==> config.mk <==
export PLATFORM = sky130hd
export DESIGN_NAME = dat_front
export DESIGN_NICKNAME = d
export VERILOG_FILES = /design/src/dat_pkg.sv /design/src/dat_front.sv
export SDC_FILE = /design/constraint.sdc
export NUM_CORES = 2
export LEC_CHECK = 0
export BUFFER_PORTS_ARGS = -buffer_cell sky130_fd_sc_hd__buf_2
export CORE_MARGIN = 8
export CORE_UTILIZATION = 45
export DETAILED_ROUTE_END_ITERATION = 6
export SLEW_MARGIN = 30
export SYNTH_ARGS = -nofsm -noshare
export SYNTH_HDL_FRONTEND = slang
export SYNTH_SLANG_ARGS = --single-unit
==> constraint.sdc <==
create_clock -name clock -period 15.55 [get_ports clock]
set_clock_uncertainty 0.1 [all_clocks]
set_input_delay 1.555 -clock clock [delete_from_list [all_inputs] [get_ports clock]]
set_output_delay 1.555 -clock clock [all_outputs]
set_load 0.01 [all_outputs]
==> src/dat_pkg.sv <==
// ----------------------------------------------------------------------------
// dat_pkg
// Constants and the angle table of the tilt angle pipeline.
// ----------------------------------------------------------------------------
package dat_pkg;

   localparam int GUARD_FRAC   = 20;
   localparam int CORDIC_STEPS = 27;
   localparam int ISQRT_STEPS  = 30;
   localparam int NORM_S_W     = 60;
   localparam int NORM_N_W     = 30;
   localparam int NORM_S_LIM   = 58;
   localparam int NORM_N_LIM   = 29;
   localparam int NORM_PASSES  = 5;
   localparam int XY_W         = 34;
   localparam int Z_W          = 29;
   localparam int TAB_W        = 27;
   localparam int OUT_ANGLE_W  = 15;
   localparam int RSP_W        = 32;
   localparam int QUEUE_DEPTH  = 4;
   localparam int LANES        = 4;
   // normalize + square root + rotations + rounding
   localparam int TILT_LAT     = 1 + ISQRT_STEPS + CORDIC_STEPS + 1;

   localparam logic [TAB_W-1:0] Z_MAX = TAB_W'(90 << GUARD_FRAC);

   // atan(2^-i) in degrees, 2^-20 degree units
   localparam logic [TAB_W-1:0] ATAN_TAB [0:CORDIC_STEPS-1] = '{
      27'd47185920, 27'd27855475, 27'd14718068, 27'd7471121, 27'd3750058,
      27'd1876857,  27'd938658,   27'd469357,   27'd234682,  27'd117342,
      27'd58671,    27'd29335,    27'd14668,    27'd7334,    27'd3667,
      27'd1833,     27'd917,      27'd458,      27'd229,     27'd115,
      27'd57,       27'd29,       27'd14,       27'd7,       27'd4,
      27'd2,        27'd1
   };

endpackage

==> src/dat_front.sv <==
// ----------------------------------------------------------------------------
// dat_front
// Takes sample words, forms axis magnitudes and squares, and builds the four
// angle jobs (numerator, sum of squares) for the queue.
// ----------------------------------------------------------------------------
module dat_front
   import dat_pkg::*;
#(
   parameter int SAMPLE_WIDTH = 16
) (
   input  logic                           clock,
   input  logic                           reset,
   input  logic                           in_valid,
   output logic                           in_ready,
   input  logic [SAMPLE_WIDTH-1:0]        sample [0:5],
   output logic                           push_valid,
   input  logic                           push_ready,
   output logic [LANES*3*SAMPLE_WIDTH-1:0] push_data
);

   localparam int SW = SAMPLE_WIDTH;

   logic          st0_v_ff, st0_v_in, st1_v_ff, st1_v_in;
   logic          st0_adv, st1_adv;
   logic [SW-1:0] smp_ff [0:5];
   logic [SW-1:0] mag_ff [0:5];
   logic [SW-1:0] mag_in [0:5];
   logic [2*SW-1:0] sq_ff [0:5];
   logic [2*SW-1:0] sq_in [0:5];

   assign st1_adv    = !st1_v_ff || push_ready;
   assign st0_adv    = !st0_v_ff || st1_adv;
   assign in_ready   = st0_adv;
   assign push_valid = st1_v_ff;
   assign st0_v_in   = st0_adv ? in_valid : st0_v_ff;
   assign st1_v_in   = st1_adv ? st0_v_ff : st1_v_ff;

   always_comb begin
      for (int k = 0; k < 6; k++) begin
         mag_in[k] = smp_ff[k][SW-1] ? (SW'(0) - smp_ff[k]) : smp_ff[k];
         sq_in[k]  = (2*SW)'(mag_in[k]) * (2*SW)'(mag_in[k]);
      end
   end

   always_ff @(posedge clock) begin
      if (reset) begin
         st0_v_ff <= 1'b0;
         st1_v_ff <= 1'b0;
      end else begin
         st0_v_ff <= st0_v_in;
         st1_v_ff <= st1_v_in;
      end
      if (st0_adv && in_valid) begin
         smp_ff <= sample;
      end
      if (st1_adv && st0_v_ff) begin
         mag_ff <= mag_in;
         sq_ff  <= sq_in;
      end
   end

   // lanes: roll0, roll1, pitch0, pitch1; each {sum of squares, numerator}
   assign push_data = {
      sq_ff[3] + sq_ff[5], mag_ff[4],
      sq_ff[0] + sq_ff[2], mag_ff[1],
      sq_ff[4] + sq_ff[5], mag_ff[3],
      sq_ff[1] + sq_ff[2], mag_ff[0]
   };

endmodule

# ---- Word-level counts from Yosys, hierarchy flattened
# Index checks and enable logic that the tools add are counted.
dict set report totals {
  n_memories 0
  wordCells 46
  ram_bits 0
  in_bits 100
  mem_bits_ro 0
  ff_bits 354
  latchBits 0
}
dict set report classes {
  bitwise_logic 0
  muxes 6
  mul 6
  n_lt_le_gt_ge 0
  shift 0
  n_reduce_logical 6
  n_div 0
  n_eq_ne 0
  addsub 10
}
# cell count
set ops {}
lappend ops {{multiplier 16 x 16 -> 32 bit} 6}
lappend ops {{adder 32 bit} 4}
lappend ops {{two-way mux 16 bit} 6}
lappend ops {{subtractor 1 x 16 -> 16 bit (first input constant)} 6}
lappend ops {{logical AND 1 bit} 2}
lappend ops {{logical NOT 1 bit} 2}
lappend ops {{logical OR 1 bit} 2}

# ---- Depth between registers and ports, before layout
dict set report depth {
  word_depth 4
  depth_mapped 33
  ltp_nobuf 32
}

# ---- Worst setup path after synthesis
# Ideal clock, no wire load.
dict set report synth_path {
  kind {input port to flip-flop}
  startpoint {in push_ready}
  endpoint {reg mag_ff, in the netlist push_data[0], enable pin}
  t_arrival_ps 12483
  path_buffers 0
  path_stages 2
  required_time_ps 14563
  slack_ps 2080
  cell_sequence {nor2b_1 nor2b_1}
}
dict set report synth_between {
  elab_chain_len 2
}
# item line
set synth_rtl {}
lappend synth_rtl {{start: declaration} dat_front.sv:17} ;# input logic push_ready,
lappend synth_rtl {{logical OR 1 bit} dat_front.sv:31} ;# assign st1_adv = !st1_v_ff || push_ready;
lappend synth_rtl {{logical AND 1 bit} dat_front.sv:56} ;# if (st1_adv && st0_v_ff) begin
lappend synth_rtl {{end signal: assignment} dat_front.sv:57} ;# mag_ff <= mag_in;
lappend synth_rtl {{end: declaration} dat_front.sv:26} ;# logic [SW-1:0] mag_ff [0:5];
# No other way between the ends.
# A chain may end at the register's enable or synchronous reset.

==> results.md <==
* Status: finished, final reports clean
* Largest net degree at the start of global routing at 142
* Post-CTS sizing at 0
* Crit. End Element: register
* Die Y at 377 um
* Mapped Area at 58700 um2
* CTS max path bufs at 3
* Worst-Skew Late Latency at 630 ps
* Most frequent cells after synthesis: inv_1 (1410), fa_1 (978), ha_1 (703), nand2_1 (512), nor2_1 (474)
* Setup tns final at 0 ps
* Area growth, synth to finish at 9.54%
* # hold bufs at CTS at 0
* Total Routed Length at 152 mm
* DR WL/cell at 18.5 um
* Synth Register Bits at 344
* Worst Path Arrival at 10280 ps
* Number of synthesized flops with an enable pin at 342
* Syn Area/Cell at 9.70 um2
* Placer Congestion at 0.910
* Num CTS Buffers at 48
* Detail Route Antenna Nets at 0
* Initial Utilization at 45.3%
* Tcrit/Tclk final at 64.4%
* DR vias at 42600
* Worst Tran Pin Value at 1050 ps
* Crit path kind: register to register
* Proportion of layout cells with a drive suffix above 1 at 7.30%
* Post-synth top area cell: fa_1
* Top post-synthesis cells by area: fa_1 (33%), edfxtp_1 (18%), ha_1 (15%), inv_1 (9.0%), nand2_1 (3.3%)
* Min Clock Period, post-route at 10010 ps
* Clk slew on worst S/H paths at 60 ps
* Row count at 132
* CTS H-tree lvls at 2
* CTS Sinks at 344
* GRT Total Usage at 21.5%
* Post-Layout Cell Count at 8187
* IO Port Bufs at 293
* Antenna violations before repair at 27
* Slew margin rel. at 29.9%
* Seq/Total Area, Yosys at 17.6%
* Cell count after synthesis at 6048
* Die area at 142000 um2
* Crit path launch type: register
* CORE AREA at 129000 um2
* Dpl cells at 8093
* Yosys cell types at 76
* Primary FF master, synth: edfxtp_1
* Ys async rst share at 0%
* Max incr delay on CP at 670 ps
* Final net count at 8182
* Warnings from Yosys at 0
* Hold Violations, Final at 0
* CP max-delay cell: a221oi_1
* CTS tree: done
* Top-area cell type share of the netlist area at 33.4%
* Worst Hold Class: register to register
* Vias per inst at 5.21
* Dpl hpwl at 128 mm
* Max Clock Freq at 99.9 MHz
* Maximum capacitance violations at 0
* Endpoints failing setup at 0
* Crit-path most repeated cell: fa_1
* Initial DRC Count at 2976
* Vias in the first global route at 44600
* Critical Path Fanout Max at 18
* Worst Path Required at 15820 ps
* First-pass GRT wire length at 242 mm
* Slew Limit Fails at 0
* DRC violations left at 0
* Count leader, synth: inv_1
* # IOs at 294
* Clock root buffer: clkbuf_16
* # Post-CTS Setup Buffers at 0
* RSZ-0062 raised after global routing: false
* Width of the chip at 377 um
* First-pass DRT Iterations at 6
* Global route overflow at 0
[cell families (layout without fill, tap and decap cells)]
kind of cell	after synthesis	count (layout)	share of synthesized area, %
DFF	344	344	17.6
buffers and inverters	1558	1882	9.99
xor gates and xnor gates	370	370	5.54
and+or+nand+nor	1322	1322	9.87
other	2	75	0.0128
adders and majority gates	1681	1681	48.4
AOI/OAI and AO/OA	766	766	8.57
muxes	5	5	0.0874
[metal layers]
layer	up-vias	global-route usage, %	wire (um)
li1	19700	-	-
met1	21400	30.1	66300
met2	1329	34.4	69500
met3	211	3.23	11100
met4	4	6.75	4860
met5	-	0	23
[cells in the final DEF, fill, tap and decap left out, types with 11 or more instances in the layout]
cell | Yosys | layout
conb_1 | 2 | 66
o41ai_1 | 11 | 11
a311oi_1 | 11 | 11
xor2_1 | 155 | 153
edfxtp_1 | 342 | 342
o21ai_0 | 127 | 126
nand2_1 | 512 | 512
a21o_1 | 160 | 160
nor3_1 | 55 | 55
clkbuf_16 | 0 | 48
nor2b_1 | 33 | 32
inv_1 | 1410 | 1410
a211oi_1 | 12 | 12
o211ai_1 | 15 | 15
o21a_1 | 46 | 46
nor2_1 | 474 | 474
a21oi_1 | 209 | 209
xnor2_1 | 214 | 211
fa_1 | 978 | 978
nand3_1 | 47 | 47
nand4_1 | 24 | 24
and3_1 | 28 | 28
buf_2 | 0 | 294
o21bai_1 | 35 | 35
and2_1 | 31 | 30
buf_4 | 4 | 50
ha_1 | 703 | 703
a31oi_1 | 21 | 21
nand2b_1 | 35 | 35
or3_1 | 19 | 19
o31ai_1 | 29 | 29
clkinv_1 | 39 | 41
[worst max-delay path, delay by kind of cell, from the launching register on]
family	cells	cell delay (ps)
and+or+nand+nor	6	930
DFF	1	540
xor gates and xnor gates	1	630
adders and majority gates	8	3790
buffers and inverters	7	1420
AOI/OAI and AO/OA	6	2320
[through the flow]
step	hold WS [ps]	setup WS (ps)	area [um2]	utilization, %
finish	421	5540	64300	49.6
floorplan	378	2080	58900	-
CTS	423	5670	64200	49.6
detailed placement	413	5700	62600	48.3
global placement	393	5930	62600	48.3
global route	478	5030	64300	49.6
[worst paths after layout]
check | start | to | slack, ps | depth (start not counted)
max | smp_ff[48] | sq_ff[127] | 5540 | 28
min | st0_v_ff | push_valid | 420 | 2
max reg2reg | smp_ff[48] | sq_ff[127] | 5540 | 28
min reg2reg | st0_v_ff | push_valid | 420 | 2
[final cells by class]
class                      count  area (um2)
clock inverter                36         434
inverter                    1451        5450
antenna                        9        22.5
clock buffer                  49        1200
multi-input combinational   4210       42800
fill                       12200       65200
timing repair buffer         346        1880
tap                         1742        2180
sequential                   344       10300
[state kept, by name (all words and copies together), names as in the netlist]
register / count
smp_ff: 96
push_data: 64
sq_ff: 182
st0_v_ff: 1
push_valid: 1
Power is not shown: default switching activity piles up to over one toggle a cycle in this logic, so the estimate is an artifact.
