==> src/dat_pkg.sv <==
// ----------------------------------------------------------------------------
// dat_pkg
// Constants and the angle table of the tilt angle pipeline.
// ----------------------------------------------------------------------------
package dat_pkg;

   localparam int GUARD_FRAC   = 20;
   localparam int CORDIC_STEPS = 27;
   localparam int ISQRT_STEPS  = 30;
   localparam int NORM_S_W     = 60;
   localparam int NORM_N_W     = 30;
   localparam int NORM_S_LIM   = 58;
   localparam int NORM_N_LIM   = 29;
   localparam int NORM_PASSES  = 5;
   localparam int XY_W         = 34;
   localparam int Z_W          = 29;
   localparam int TAB_W        = 27;
   localparam int OUT_ANGLE_W  = 15;
   localparam int RSP_W        = 32;
   localparam int QUEUE_DEPTH  = 4;
   localparam int LANES        = 4;
   // normalize + square root + rotations + rounding
   localparam int TILT_LAT     = 1 + ISQRT_STEPS + CORDIC_STEPS + 1;

   localparam logic [TAB_W-1:0] Z_MAX = TAB_W'(90 << GUARD_FRAC);

   // atan(2^-i) in degrees, 2^-20 degree units
   localparam logic [TAB_W-1:0] ATAN_TAB [0:CORDIC_STEPS-1] = '{
      27'd47185920, 27'd27855475, 27'd14718068, 27'd7471121, 27'd3750058,
      27'd1876857,  27'd938658,   27'd469357,   27'd234682,  27'd117342,
      27'd58671,    27'd29335,    27'd14668,    27'd7334,    27'd3667,
      27'd1833,     27'd917,      27'd458,      27'd229,     27'd115,
      27'd57,       27'd29,       27'd14,       27'd7,       27'd4,
      27'd2,        27'd1
   };

endpackage

==> src/dat_queue.sv <==
// ----------------------------------------------------------------------------
// dat_queue
// Short flop queue between the front and the angle pipeline.
// ----------------------------------------------------------------------------
module dat_queue
   import dat_pkg::*;
#(
   parameter int WIDTH = 8
) (
   input  logic             clock,
   input  logic             reset,
   input  logic             push_valid,
   output logic             push_ready,
   input  logic [WIDTH-1:0] push_data,
   output logic             pop_valid,
   input  logic             pop_ready,
   output logic [WIDTH-1:0] pop_data
);

   localparam int PW = $clog2(QUEUE_DEPTH);

   logic [WIDTH-1:0] mem_ff [0:QUEUE_DEPTH-1];
   logic [PW-1:0]    wr_ptr_ff, wr_ptr_in, rd_ptr_ff, rd_ptr_in;
   logic [PW:0]      cnt_ff, cnt_in;
   logic             push, pop;

   assign push_ready = cnt_ff != (PW+1)'(QUEUE_DEPTH);
   assign pop_valid  = cnt_ff != '0;
   assign pop_data   = mem_ff[rd_ptr_ff];
   assign push       = push_valid && push_ready;
   assign pop        = pop_valid && pop_ready;
   assign wr_ptr_in  = push ? wr_ptr_ff + 1'b1 : wr_ptr_ff;
   assign rd_ptr_in  = pop ? rd_ptr_ff + 1'b1 : rd_ptr_ff;
   assign cnt_in     = cnt_ff + (PW+1)'(push) - (PW+1)'(pop);

   always_ff @(posedge clock) begin
      if (reset) begin
         wr_ptr_ff <= '0;
         rd_ptr_ff <= '0;
         cnt_ff    <= '0;
      end else begin
         wr_ptr_ff <= wr_ptr_in;
         rd_ptr_ff <= rd_ptr_in;
         cnt_ff    <= cnt_in;
      end
      if (push) begin
         mem_ff[wr_ptr_ff] <= push_data;
      end
   end

endmodule

==> config.mk <==
export PLATFORM = sky130hd
export DESIGN_NAME = dat_queue
export DESIGN_NICKNAME = d
export VERILOG_FILES = /design/src/dat_pkg.sv /design/src/dat_queue.sv
export SDC_FILE = /design/constraint.sdc
export NUM_CORES = 1
export LEC_CHECK = 0
export ABC_CLOCK_PERIOD_IN_PS = 4900
export CAP_MARGIN = 20
export CORE_UTILIZATION = 52
export DETAILED_ROUTE_END_ITERATION = 12
export DONT_BUFFER_PORTS = 1
export GPL_ROUTABILITY_DRIVEN = 0
export HOLD_SLACK_MARGIN = 0.06
export PLACE_DENSITY = 0.67
export SLEW_MARGIN = 20
export SYNTH_ARGS = -nofsm -noshare
export SYNTH_HDL_FRONTEND = slang
export SYNTH_SLANG_ARGS = --single-unit
export TNS_END_PERCENT = 50
==> constraint.sdc <==
create_clock -name clock -period 4.9 [get_ports clock]
set_input_delay 0.735 -clock clock [delete_from_list [all_inputs] [get_ports clock]]
set_output_delay 0.735 -clock clock [all_outputs]
set_load 0.01 [all_outputs]
# Word level (Yosys, flattened, before mapping)
# Memories as Yosys holds them, arrays and structs flattened. A register that Yosys moved wholly into a read port is not among the register bits.
# Cells that the tools add are included.
# word_totals
in_bits	12
register_bits	7
mem_count	1
ram_bits	32
# classes
n_eq_ne	1
add_sub_neg	4
n_reduce_logical	3
muxes	4
# memory_table
name	depth	width	read_ports	rd_clocked_by_memory_dff	write_ports	line_no	text
mem_ff	4	8	1	1	1	dat_queue.sv:22	logic [WIDTH-1:0] mem_ff [0:QUEUE_DEPTH-1];
# op_table
cell	n
$add A2 B1 Y2 const B	2
$mux W2	2
$add A3 B1 Y3	1
$ne A3 B3 Y1 const B	1
$reduce_bool A3 Y1	1
$sub A3 B1 Y3	1
$logic_and A1 B1 Y1	2
$mux W1	2

# Depth between registers and ports, before layout
# Gate-level depths: netlist (run 1).
# depth
depth_word	4
depth_mapped	11

# Worst setup path before layout (run 1)
# Ideal clock, no wire load.
# synth_timing
path_kind	input port to flip-flop
startpoint	input push_valid
endpoint	register cnt_ff[2]
path_buffers	0
setup_slack_ns	2.541
stages	10
arrival_time_ns	2.286
cell_sequence	a21boi_4 -> inv_1 -> ha_1 -> inv_1 -> ha_1 -> inv_1 -> fa_1 -> xor2_1 -> and2_2 -> nor3_2
# synth_via
elab_chain_cells	3
# synth_rtl
element	line_no	text
from (decl)	dat_queue.sv:12	input logic push_valid,
$logic_and A1 B1 Y1	dat_queue.sv:30	assign push = push_valid && push_ready;
$add A3 B1 Y3	dat_queue.sv:34	assign cnt_in = cnt_ff + (PW+1)'(push) - (PW+1)'(pop);
$sub A3 B1 Y3	dat_queue.sv:34	
to (signal assigned)	dat_queue.sv:44	cnt_ff <= cnt_in;
to (decl)	dat_queue.sv:24	logic [PW:0] cnt_ff, cnt_in;
# Every way passes these cells.
# A chain may end at the register's enable or synchronous reset.

==> results list, run 1 <==
* Status: completed
* Total power density per cell area: 518.8 nW/µm²
* Total GRT Usage: 0.1589
- The number of slew-limit violations in the final report came to 0.
* Total Routed Length: 2.225 mm
- Using the TritonRoute via totals, the vias-per-cell ratio works out to 5.150.
- sky130_fd_sc_hd__edfxtp_1 is the most common cell in the netlist.
* Critical Path Start Type: flip-flop
- Endpoint of the worst-slack reg-to-reg timing path: cnt_ff[2]$_SDFF_PP0_
- Starting density of the core: 0.5438
- The worst path needs 2.387 ns of the cycle, external delays included.
* Warnings from Yosys: 0
* Clock tree from TritonCTS: done
* IR Drop Worst-Case VDD: 374.6 µV
- Leading cell types by total area after synthesis: sky130_fd_sc_hd__edfxtp_1 58%, sky130_fd_sc_hd__dfxtp_1 11%, sky130_fd_sc_hd__mux4_2 11%
* Required time of the critical path: 4.16 ns
* Register area share after synthesis: 0.6930
* Slew at the pin closest to its max-slew limit: 0.5431 ns
- The worst setup path is captured at an output pin.
* Number of logic stages on the critical path including buffering: 1
* Count of buffers inserted at the top-level ports: 0
* Reported leakage power: 0.0006033 µW
- Via count of the first global-routing pass: 743
- In this run the core area contains 20 standard-cell rows.
- The worst register-to-register path has a depth of 11.
- Width of the chip: 58.27 µm
- The worst setup path is of the reg2out kind.
- The startpoint identified for the worst register-to-register timing path is cnt_ff[1]$_SDFF_PP0_.
* Buffers plus inverters on the worst setup path: 0
* Family with the most delay on the worst path: flip-flops
- Entering global routing, the biggest net connects 14 pins.
* Mean instance size in the synthesized netlist: 18.09 µm²
- The die covers 3395 µm².
- Net count of the finished layout: 114
- sky130_fd_sc_hd__edfxtp_1 takes more of the synthesized area than any other cell.
* Post-CTS setup buffers: 0
- Synthesis produced a netlist with a net count of 110.
- Top cell types by occurrence after synthesis: 32 x sky130_fd_sc_hd__edfxtp_1, 9 x sky130_fd_sc_hd__dfxtp_1, 8 x sky130_fd_sc_hd__mux4_2
- The detail route stage leaves a number of antenna-violating nets equal to 0.
- Crit path DAT: 1.65 ns
- Number of clock buffers inserted by TritonCTS: 5
- Count of state elements after synthesis: 41
- Vias: 721
- The number of gates resized after CTS was 0.
- Synthesis produced 91 cells.
- The first global-routing pass estimated 3.615 mm of wire.
* Setup repair after global routing missed its margin: no
* Antenna violations before repair: 0
* Number of hold violations in the final report: 0
- Counting the fill cells in the layout gives 243.
- Highest clock rate: 0.4189 GHz
- Setup violations remaining at the end of the flow were counted as 0.
- In this run, placement finished with an instance count of 132.
- Of the total power, the share spent switching nets is 0.2968.
- In this run, post-CTS hold repair placed 0 buffers.
* Relative contribution of the clock network to total power: 0.228
* Clock slew at the register clock pins of the worst setup and hold paths: 0.12 ns
- The share of total power dissipated in sequential elements is 0.533.
* Area growth from synthesis to final layout: 7.295%
- In the synthesized netlist the async set-or-reset flop fraction comes to 0.
- DRC violations left: 0
* WL per Instance: 15.89 µm
* Final standard cell count with taps included and fillers excluded: 140
* Iteration-0 DRC count of the detailed router: 20
- The pre-antenna-repair detailed-routing pass consisted of 3 iterations.
- In this run the worst setup path terminates at pop_data[2].
- For this design the top-level I/O count stands at 22.
* Share of the synthesized area in the top cell type: 0.5836
- Among all stages on the critical path, the largest delay is contributed by sky130_fd_sc_hd__dfxtp_1.
- Internal power comes to 644.4 µW.
- Area of the mapped netlist: 1647 µm²
* Worst rel slew slack: 0.6374
- Across the run, the number of max-cap violations was 0.
- Share of the cycle needed by the critical path after routing: 0.4872
- Sequence of cells on the critical path: mux4_2
* TritonCTS sink count: 41
- Number of distinct standard cells referenced by the synthesized netlist: 24
- Worst setup skew after layout: 0.002402 ns
- Among all flip-flop cells after synthesis, the most frequent one is sky130_fd_sc_hd__edfxtp_1.
- Net Sw Power: 272.0 µW
* Setup Total Neg Slack: 0 ns
- Of the total power, combinational logic draws 0.239.
* Overflow left after global routing: 0
- For this run, the slowest stage of the critical path takes 0.68 ns.
- Number of enable flip-flop cells after synthesis: 32
- The clock passes through at most 2 buffers.
* Biggest fanout along the worst timing path: 8
- Setup slack, reg-to-reg: 2.61 ns
- CTS placed an instance of sky130_fd_sc_hd__clkbuf_4 at the clock tree root.
- The wire-length estimate of the detail-placed layout is 1.459 mm.
- Share of layout cells above drive strength 1: 0.2292
- The tightest min-delay check is of the in2reg type.
- Height of the die: 58.27 µm
- Diode insertion count for antenna repair: 0
* H-tree level count: 2
- The later pin in the worst-skew pair is clocked with a latency of 0.34 ns.
- Core Footprint: 3028 µm²
[cells in the final DEF, fill, tap and decap left out, types with 2 or more instances in the layout]
| cell | n |
|---|---|
| sky130_fd_sc_hd__xor2_1 | 2 |
| sky130_fd_sc_hd__inv_1 | 5 |
| sky130_fd_sc_hd__dfxtp_1 | 9 |
| sky130_fd_sc_hd__nor2_1 | 7 |
| sky130_fd_sc_hd__clkbuf_4 | 5 |
| sky130_fd_sc_hd__nand2b_1 | 2 |
| sky130_fd_sc_hd__edfxtp_1 | 32 |
| sky130_fd_sc_hd__ha_1 | 6 |
| sky130_fd_sc_hd__mux4_2 | 8 |
| sky130_fd_sc_hd__and2_1 | 4 |
[metal layers]
metal | up-vias | global-route usage | routed length [µm]
met5 | - | 0 | 0
met4 | 0 | 0.08163 | 43
met3 | 5 | 0.07366 | 139
met2 | 19 | 0.2529 | 1112
met1 | 352 | 0.1799 | 930
li1 | 345 | - | -
[final cells by class]
type	instances	area, µm²	share of cell area
Clock inverter	1	7.507	0.004249
Tap cell	44	55.05	0.03116
Clock buffer	7	76.32	0.04320
Sequential cell	41	1141	0.6459
Inverter	5	18.77	0.01062
Multi-Input combinational cell	42	467.9	0.2649
[worst register-to-register path: cells and delay by family, from the launching register on]
kind            cells  cell delay (ns)
xor+xnor            1             0.16
simple gates        3             0.38
buf+inv             3             0.17
compound gates      1             0.25
flops               1             0.48
fa+ha+maj           3             0.78
[sequential cells by signal, indices dropped and copies added, names as in the netlist, named ones only]
| register | count |
|---|---|
| mem_ff | 32 |
| cnt_ff | 3 |
| rd_ptr_ff | 2 |
| wr_ptr_ff | 2 |
[worst min path at each step]
stage	startpoint	to	slack, ns	cells past startpoint
finish	reset	cnt_ff[2]$_SDFF_PP0_	0.44	1
global route	reset	cnt_ff[2]$_SDFF_PP0_	0.40	1
CTS	reset	cnt_ff[2]$_SDFF_PP0_	0.41	1
detailed placement	wr_ptr_ff[1]$_SDFFE_PP0P_	wr_ptr_ff[1]$_SDFFE_PP0P_	0.51	2
global placement	wr_ptr_ff[1]$_SDFFE_PP0P_	wr_ptr_ff[1]$_SDFFE_PP0P_	0.50	2
floorplan	wr_ptr_ff[1]$_SDFFE_PP0P_	wr_ptr_ff[1]$_SDFFE_PP0P_	0.48	2
[power groups by stage]
stage | logic [µW] | clock network [µW] | registers, µW
after floorplan | 218 | 0 | 470
after CTS | 223 | 215 | 492
after global routing | 246 | 231 | 500
final | 219 | 209 | 489
after global placement | 216 | 0 | 497
after detailed placement | 222 | 0 | 500
[cell families (layout without fill, tap and decap cells)]
group           after synthesis  count (layout)  synth area share
flops                        41              41            0.6930
simple gates                 19              19           0.06308
mux                          10              10            0.1246
buf+inv                       8              13           0.02280
fa+ha+maj                     7               7           0.05775
compound gates                3               3           0.02280
xor+xnor                      3               3           0.01596
[per-stage QoR]
step                  util  cell area, µm²  setup WS (ns)  total power (µW)  hold WS [ns]
detailed placement  0.5558            1683          2.439             722.2        0.5149
CTS                 0.5835            1767          2.426             930.7        0.4143
global placement    0.5558            1683          2.473             712.9        0.4967
global route        0.5835            1767          2.360             978.1        0.3999
finish              0.5835            1767          2.513             916.5        0.4395
floorplan                -            1647          2.541             687.6        0.4821
(Power assumes the default switching activity.)
==> inputs of run 2 (changes only) <==
Settings changed: ABC_AREA set to 1, ABC_CLOCK_PERIOD_IN_PS 4900 to 2050, PLACE_DENSITY 0.67 to 0.7.
Clock period 4.9 ns to 2.05 ns, I/O delays scaled along.
==> run 2 against run 1 <==
Compared with the run above: design area is 9.1% higher; critical endpoint is now cnt_ff[2]$_SDFF_PP0_; global-route usage is 2.3 points higher; highest routed layer unchanged; utilization is 4.8 points higher; routed wire length grew 27%; first-iteration DRC count grew 45%.
==> results list, run 2 <==
* Status: completed
* Warnings from Yosys: 0 (unchanged)
- Overflow left after global routing: 0 (unchanged)
- Clock buffer depth: 2 (unchanged)
- Biggest fanout along the worst timing path: 4 (-4)
- Setup Total Neg Slack: 0 ns (unchanged)
- The distinct cell type count after synthesis came to 18 (-25%).
- The combined flip-flop and latch cell area is 1142 µm² (+0.11%).
- The number of instances in the synthesized netlist came to 141 (+55%).
* Total power density per cell area: 1151 nW/µm² (+120%)
* Area after detailed placement: 1762 µm² (+4.7%)
- Library cell with the largest summed area after synthesis: sky130_fd_sc_hd__edfxtp_1
- Clock Root Buffer: sky130_fd_sc_hd__clkbuf_4
- Walking the worst path, the cells encountered are nor2_2 -> a21boi_1 -> ha_1 -> inv_1 -> ha_1 -> inv_1 -> fa_1 -> o21ai_0 -> nor2_1.
- Share of the synthesized area in the top cell type: 0.5731 (-0.01045)
- Of the available clock period, the critical path in the final layout requires 0.8966.
* Number of hold violations in the final report: 0 (unchanged)
* Clock slew at the register clock pins of the worst setup and hold paths: 0.11 ns (about the same)
- The number of fillers in the final layout is 268 (+10%).
* Slowest cell on crit path: sky130_fd_sc_hd__fa_1
- The worst setup path is launched from a flip-flop.
* Number of iterations in the first detailed-routing pass: 4 (+1)
- Ranked by flip-flop count, first place goes to mem_ff.
- The instance count along the most critical hold path was 2 (+1).
* Minimum hold slack: 0.1296 ns (-0.3098 ns)
- Iteration-0 DRC count of the detailed router: 29 (+45%)
- The number of enable-type register cells in the synthesized netlist came to 32 (unchanged).
- Area of the mapped netlist: 1677 µm² (+1.8%)
* Vias: 1050 (+46%)
- Sorting the synthesized cells by area gives the leading types as sky130_fd_sc_hd__edfxtp_1 57%, sky130_fd_sc_hd__dfxtp_1 11%, sky130_fd_sc_hd__nor2_1 6.3%.
* WL per Instance: 13.70 µm (-14%)
* Final number of max-transition violations: 0 (unchanged)
- Net count after synthesis: 160 (+45%)
- The number of maximum-capacitance constraint violations was 0 (unchanged).
- Antenna viol nets, final: 0 (unchanged)
- The area of the placeable core is 3053 µm² (+0.83%).
- The worst clock skew came to 0.004234 ns (+0.001833 ns).
* H-tree level count: 2 (unchanged)
- The detailed-placement wirelength estimate was 1.888 mm (+29%).
- The height of the die is 58.78 µm (+0.88%).
* Layout Cell Area excl Fill: 1928 µm² (+9.1%)
- After layout, the minimum clock period comes to 1.838 ns.
- The horizontal die dimension came to 58.78 µm (+0.88%).
- Critical path capture point type: flip-flop
- Overall power of the completed layout: 2220 µW (+140%)
* Diode insertion count for antenna repair: 0 (unchanged)
- The initial antenna violation count came to 0 (unchanged).
* Commonest cells after routing, fill and taps aside: 32 x sky130_fd_sc_hd__edfxtp_1, 28 x sky130_fd_sc_hd__nor2_1, 15 x sky130_fd_sc_hd__inv_1
* Reg2reg path depth: 9 (-2)
* CP peak stage delay: 0.37 ns (-0.31 ns)
- TritonCTS sink count: 41 (unchanged)
- Worst rel slew slack: 0.7721 (+0.1346)
- Highest clock rate: 0.5440 GHz
* Setup-violating endpoint count in the final report: 0 (unchanged)
- Overall die area: 3455 µm² (+1.8%)
- Worst Path Class, Setup: reg2reg
- Crit path DAT: 2.08 ns (+0.43 ns)
* Number of core rows: 20 (unchanged)
- The number of register bits inferred by synthesis is 41 (unchanged).
- The initial core utilization came to 0.5492 (+0.005379).
- The share of post-route cells with drive strength above 1 is 0.1288 (-0.1003).
- Total Routed Length: 2.836 mm (+27%)
- The async set-reset flop share out of synthesis is 0 (unchanged).
- Area of combinational cells with multiple inputs: 452.9 µm² (-3.2%)
- Clock tree from TritonCTS: done
* Top cell types by occurrence after synthesis: 32 x sky130_fd_sc_hd__edfxtp_1, 28 x sky130_fd_sc_hd__nor2_1, 15 x sky130_fd_sc_hd__inv_1
* Slew at the pin closest to its max-slew limit: 0.3414 ns (-0.2017 ns)
- IR Drop Worst-Case VDD: 698.6 µV (+87%)
* Required time of the critical path: 2.29 ns (-1.87 ns)
- Top flip-flop cell by instance count after synthesis: sky130_fd_sc_hd__edfxtp_1
- Wire length of the first global-routing pass: 4.429 mm (+23%)
- The library cell used most frequently in the layout, excluding fill and tap cells, is sky130_fd_sc_hd__edfxtp_1.
* Top-count cell post-synth: sky130_fd_sc_hd__edfxtp_1
* DRC violations left: 0 (unchanged)
* Flip-flop count of the largest register after layout: 32 (unchanged)
- Class of the worst hold path: in2reg
- Total GRT Usage: 0.1822 (+0.02331)
- The sequential-to-total area share from yosys stat came to 0.6806 (-0.01241).
* Number of clock buffers inserted by TritonCTS: 5 (unchanged)
* Reported leakage power: 0.0007309 µW (+21%)
* Number of vias per cell: 5.072 (-1.5%)
- The clock insertion delay at the later pin of the skew report is 0.34 ns (about the same).
- Relative to the synthesized area, the layout overhead comes to 15.00%.
- The via count of the first global-routing pass is 1035 (+39%).
- The average footprint of a synthesized cell is 11.89 µm² (-34%).
- The total of buffers placed on input and output ports was 0 (unchanged).
- The pin count of the biggest net entering global routing was 17 (+3).
* Net count of the finished layout: 181 (+59%)
- The top-level port count is 22 (unchanged).
- In the final layout, the registers with the most flip-flops are mem_ff: 32 flops, cnt_ff: 3 flops.
- Setup repair after global routing left no endpoint under its margin.
==> run 2: changes by cell type after synthesis, sizes merged, moves of 5 or more <==
cell	change
nand2	+11
inv	+11
nor2	+21
o21ai	+17
mux4	-8
and2	-5
o22ai	+8
==> run 2: per-layer routing <==
| metal | up-vias | routed length, µm | track usage |
|---|---|---|---|
| li1 | 527 | - | - |
| met2 | 29 | 1471 | 0.3312 |
| met1 | 488 | 1189 | 0.1885 |
| met5 | - | 0 | 0 |
| met4 | 0 | 46 | 0.09184 |
| met3 | 6 | 129 | 0.05495 |
==> run 2: worst paths after layout <==
| path | from | endpoint | slack (ns) |
|---|---|---|---|
| worst max-delay path | cnt_ff[1]$_SDFF_PP0_ | cnt_ff[2]$_SDFF_PP0_ | 0.21 |
| worst min-delay path | push_valid | wr_ptr_ff[0]$_SDFFE_PP0P_ | 0.13 |
| worst max register to register | cnt_ff[1]$_SDFF_PP0_ | cnt_ff[2]$_SDFF_PP0_ | 0.21 |
| worst min register to register | rd_ptr_ff[0]$_SDFFE_PP0P_ | rd_ptr_ff[0]$_SDFFE_PP0P_ | 0.52 |
==> run 2: report_power, final <==
group          switching, µW  total (µW)  internal, µW  leakage [µW]
Combinational            398         619           221      0.000323
Clock                    239         493           254     0.0000399
Sequential              80.9        1110          1030      0.000368
==> run 2: cells by family after synthesis <==
kind of cell    synth area share
simple gates              0.1052
flops                     0.6806
compound gates            0.1082
buf+inv                  0.04925
fa+ha+maj                0.05672
==> run 2: worst max-delay path: cells and delay by family, from the launching register on <==
family | cells | cell delay, ns
and+or+nand+nor | 2 | 0.23
AOI/OAI and AO/OA | 2 | 0.28
buffers and inverters | 2 | 0.10
adders and majority gates | 3 | 0.78
DFF | 1 | 0.36
==> run 2: timing repair <==
action | in CTS | in global routing
hold buffers | 9 | 0
setup buffers | 0 | 0
gates resized for setup | 0 | 2
endpoints found under the hold margin | 34 | 0
endpoints found under the setup margin | 0 | 1
==> run 2: metrics by stage <==
step | setup slack, ns | std cells | utilization
floorplan | 0.1671 | 141 | -
global placement | 0.2753 | 190 | 0.5770
detailed placement | 0.1635 | 190 | 0.5770
CTS | 0.1471 | 207 | 0.6311
global route | 0.06849 | 207 | 0.6316
finish | 0.2119 | 207 | 0.6316
==> run 2: layout make-up <==
type                       instances  share of cell area
clock buffer                       6             0.02141
sequential                        41              0.5925
tap                               44             0.02855
inverter                          16             0.03115
multi-input combinational         82              0.2349
clock inverter                     2             0.01752
timing repair buffer              16             0.07398
==> inputs of run 3 (changes only) <==
Settings changed: CORE_UTILIZATION 52 to 55, PLACE_DENSITY 0.7 to 0.73.
==> run 3 against run 2 <==
Compared with the run above: the run now ends with DRC left; final cell count down 6.8%; sequential share of layout area increased by 0.90 points; critical path depth is 1 higher; sequential power hardly changed; flip-flop and latch count did not move; worst setup slack worse by 0.081 ns; count of clock-buffer cells in the layout unchanged; design area decreased by 1.5%; global-route usage grew 2.2 points; total power down 3.5%; maximum frequency down 4.2%; non-clock buffer count is 1 lower; critical endpoint unchanged; largest cell class unchanged; highest routed layer unchanged.
==> results list, run 3 (synthesized netlist as in run 2, its figures left out) <==
* Number of core rows: 19 (-5.0%)
- I/O pin count: 22 (unchanged)
- In the layout the commonest cells are 32 x sky130_fd_sc_hd__edfxtp_1, 28 x sky130_fd_sc_hd__nor2_1, 15 x sky130_fd_sc_hd__inv_1.
- The data required time at the worst endpoint is 2.30 ns (about the same).
- The number of sinks handled by clock tree synthesis came to 41 (unchanged).
- The tightest min-delay check is of the in2reg type.
- The number of buffers added for setup after CTS is 0 (unchanged).
- The number of maximum-capacitance constraint violations was 0 (unchanged).
- The total chip power was 2142 µW (-3.5%).
* Clock buffer depth: 2 (unchanged)
* DRC violations left: 2 (+2)
* Worst path setup slack after routing: 0.1310 ns (-0.08087 ns)
* Switching share of power: 0.3417 (+0.01811)
- Setup Total Neg Slack: 0 ns (unchanged)
- The largest fanout on the critical path came to 5 (+1).
- The final wirelength came to 2.881 mm (+1.6%).
- The relative slew slack was 0.7669 (-0.005150).
- Clock Root Buffer: sky130_fd_sc_hd__clkbuf_4
- The worst vdd rail ir drop came to 618.6 µV (-11%).
* Share of the cycle needed by the critical path after routing: 0.9361 (+0.03945)
- The largest stage delay on the critical path is 0.38 ns (about the same).
- Final standard cell count with taps included and fillers excluded: 193 (-6.8%)
- Number of clock buffers inserted by TritonCTS: 5 (unchanged)
* Filler cells: 215 (-20%)
- The initial core utilization is 0.5927 (+0.04348).
- The internal portion of total power is 1410 µW (-6.1%).
* Core Footprint: 2829 µm² (-7.3%)
- The checks that failed: DRC.
* Overflow left after global routing: 0 (unchanged)
* Clock slew at the register clock pins of the worst setup and hold paths: 0.12 ns (about the same)
- Clock tree from TritonCTS: done
- Share of total power in sequential cells: 0.519 (+0.020)
- Highest clock rate: 0.5211 GHz (-4.2%)
- Area growth from synthesis to final layout: 13.28%
- Layout Cell Area excl Fill: 1899 µm² (-1.5%)
* Iteration-0 DRC count of the detailed router: 27 (-6.9%)
* Biggest registers after layout: mem_ff: 32 flops, cnt_ff: 3 flops
- The endpoint arrival time on the critical path is 2.17 ns (+0.09 ns).
- The net count of the finished layout was 180 (-0.55%).
- Slew at the pin closest to its max-slew limit: 0.3492 ns (+0.007715 ns)
- The worst setup path is launched from a flip-flop.
- Leading cell type in the layout, fill and taps excluded: sky130_fd_sc_hd__edfxtp_1
* DP HPWL: 1.966 mm (+4.1%)
- Width of the chip: 57.21 µm (-2.7%)
- Worst setup skew after layout: 0.008451 ns (+0.004217 ns)
- The post-detailed-route wirelength per cell is 14.93 µm (+9.0%).
- The power density over cell area is 1128 nW/µm² (-2.0%).
- Antenna viol nets, final: 0 (unchanged)
* Number of hold violations in the final report: 0 (unchanged)
- The number of flip-flops in the largest register is 32 (unchanged).
- The static leakage power is 0.0007256 µW (-0.73%).
* Total GRT Usage: 0.2042 (+0.02199)
- Area after detailed placement: 1738 µm² (-1.3%)
- The part of the total power dissipated in the clock network is 0.195 (-0.027).
* Largest reg by FF count: mem_ff
- The die footprint was 3273 µm² (-5.3%).
- H-tree level count: 2 (unchanged)
* Slowest cell on crit path: sky130_fd_sc_hd__dfxtp_2
- The height of the die was 57.21 µm (-2.7%).
- Antenna violations before repair: 0 (unchanged)
- The logic gate share of total power came to 0.286 (+0.007).
- Vias: 1058 (+0.76%)
* Worst-Skew Late Latency: 0.34 ns (about the same)
- Dpl cells: 176 (-7.4%)
- The total of buffers placed on input and output ports is 0 (unchanged).
- Sequence of cells on the critical path: nor2_4 -> nand2_2 -> nand2_1 -> ha_1 -> inv_1 -> ha_1 -> inv_1 -> fa_1 -> o21ai_0 -> nor2_1
- The pin count of the biggest net entering global routing was 17 (unchanged).
* Number of vias per cell: 5.482 (+8.1%)
* Final number of max-transition violations: 0 (unchanged)
* Setup-violating endpoint count in the final report: 0 (unchanged)
- Via count of the first global-routing pass: 1034 (-0.097%)
- Diode insertion count for antenna repair: 0 (unchanged)
- Worst Path Class, Setup: reg2reg
- The flow ran to the end, but the final reports show violations.
- The share of post-route cells with drive strength above 1 was 0.1358 (+0.006968).
- The final critical-path required period came to 1.919 ns (+0.08087 ns).
- The count of TritonRoute iterations in the first routing pass was 9 (+5).
- STA classifies the critical path endpoint as a flip-flop.
* Wire length of the first global-routing pass: 4.705 mm (+6.2%)
- The setup slack at placement came to 0.08119 ns (-0.08235 ns).
* Net Sw Power: 732.0 µW (+1.9%)
- Setup repair after global routing left no endpoint under its margin.
[run 3: final cells by class]
| cell class | instances | area [µm²] | area share |
|---|---|---|---|
| sequential | 41 | 1142 | 0.6015 |
| multi-input combinational | 82 | 457.9 | 0.2411 |
| timing repair buffer | 15 | 135.1 | 0.07115 |
| inverter | 16 | 60.06 | 0.03162 |
| clock buffer | 6 | 51.30 | 0.02701 |
| tap | 31 | 38.79 | 0.02042 |
| clock inverter | 2 | 13.76 | 0.007246 |
[run 3: layer usage]
metal / share of wire / vias up / wire [µm] / GRT usage
met5: 0 / - / 0 / 0
met3: 0.045 / 5 / 131 / 0.07483
li1: - / 529 / - / -
met2: 0.54 / 24 / 1561 / 0.3613
met4: 0.016 / 0 / 45 / 0.08362
met1: 0.40 / 500 / 1142 / 0.2215
[run 3: power by group through the flow]
stage | clock network (µW) | logic, µW | registers [µW]
6_report | 417 | 613 | 1110
3_3_place_gp | 0 | 560 | 1110
4_1_cts | 430 | 613 | 1100
3_5_place_dp | 0 | 594 | 1120
2_1_floorplan | 0 | 469 | 1100
5_1_grt | 466 | 685 | 1130
[run 3: per-stage QoR]
step	hold WS [ns]	utilization
finish	0.1201	0.6714
global route	0.1087	0.6714
CTS	0.1049	0.6692
detailed placement	0.3819	0.6143
global placement	0.3764	0.6143
floorplan	0.3742	-
[run 3: repair_timing]
action                                  4_1_cts  5_1_grt
hold buffers                                  9        0
endpoints found under the setup margin        0        1
gates resized for setup                       0        2
hold endpoints to repair                     34        0
[run 3: critical path, delay by kind of cell (launching register included)]
kind                     cells  cell delay, ns
AO/OA/AOI/OAI                1            0.19
adder cells (fa/ha/maj)      3            0.75
buffers and inverters        2            0.11
flip-flops                   1            0.38
AND/OR/NAND/NOR              4            0.40
[run 3: path summary, 6_finish.rpt]
kind	start	to	slack, ns	depth (start not counted)
worst min-delay path	pop_ready	flip-flop	0.12	2
worst min register to register	rd_ptr_ff[0]$_SDFFE_PP0P_	flip-flop	0.50	2
worst max-delay path	cnt_ff[1]$_SDFF_PP0_	cnt_ff[2]$_SDFF_PP0_	0.13	10
worst max register to register	cnt_ff[1]$_SDFF_PP0_	cnt_ff[2]$_SDFF_PP0_	0.13	10
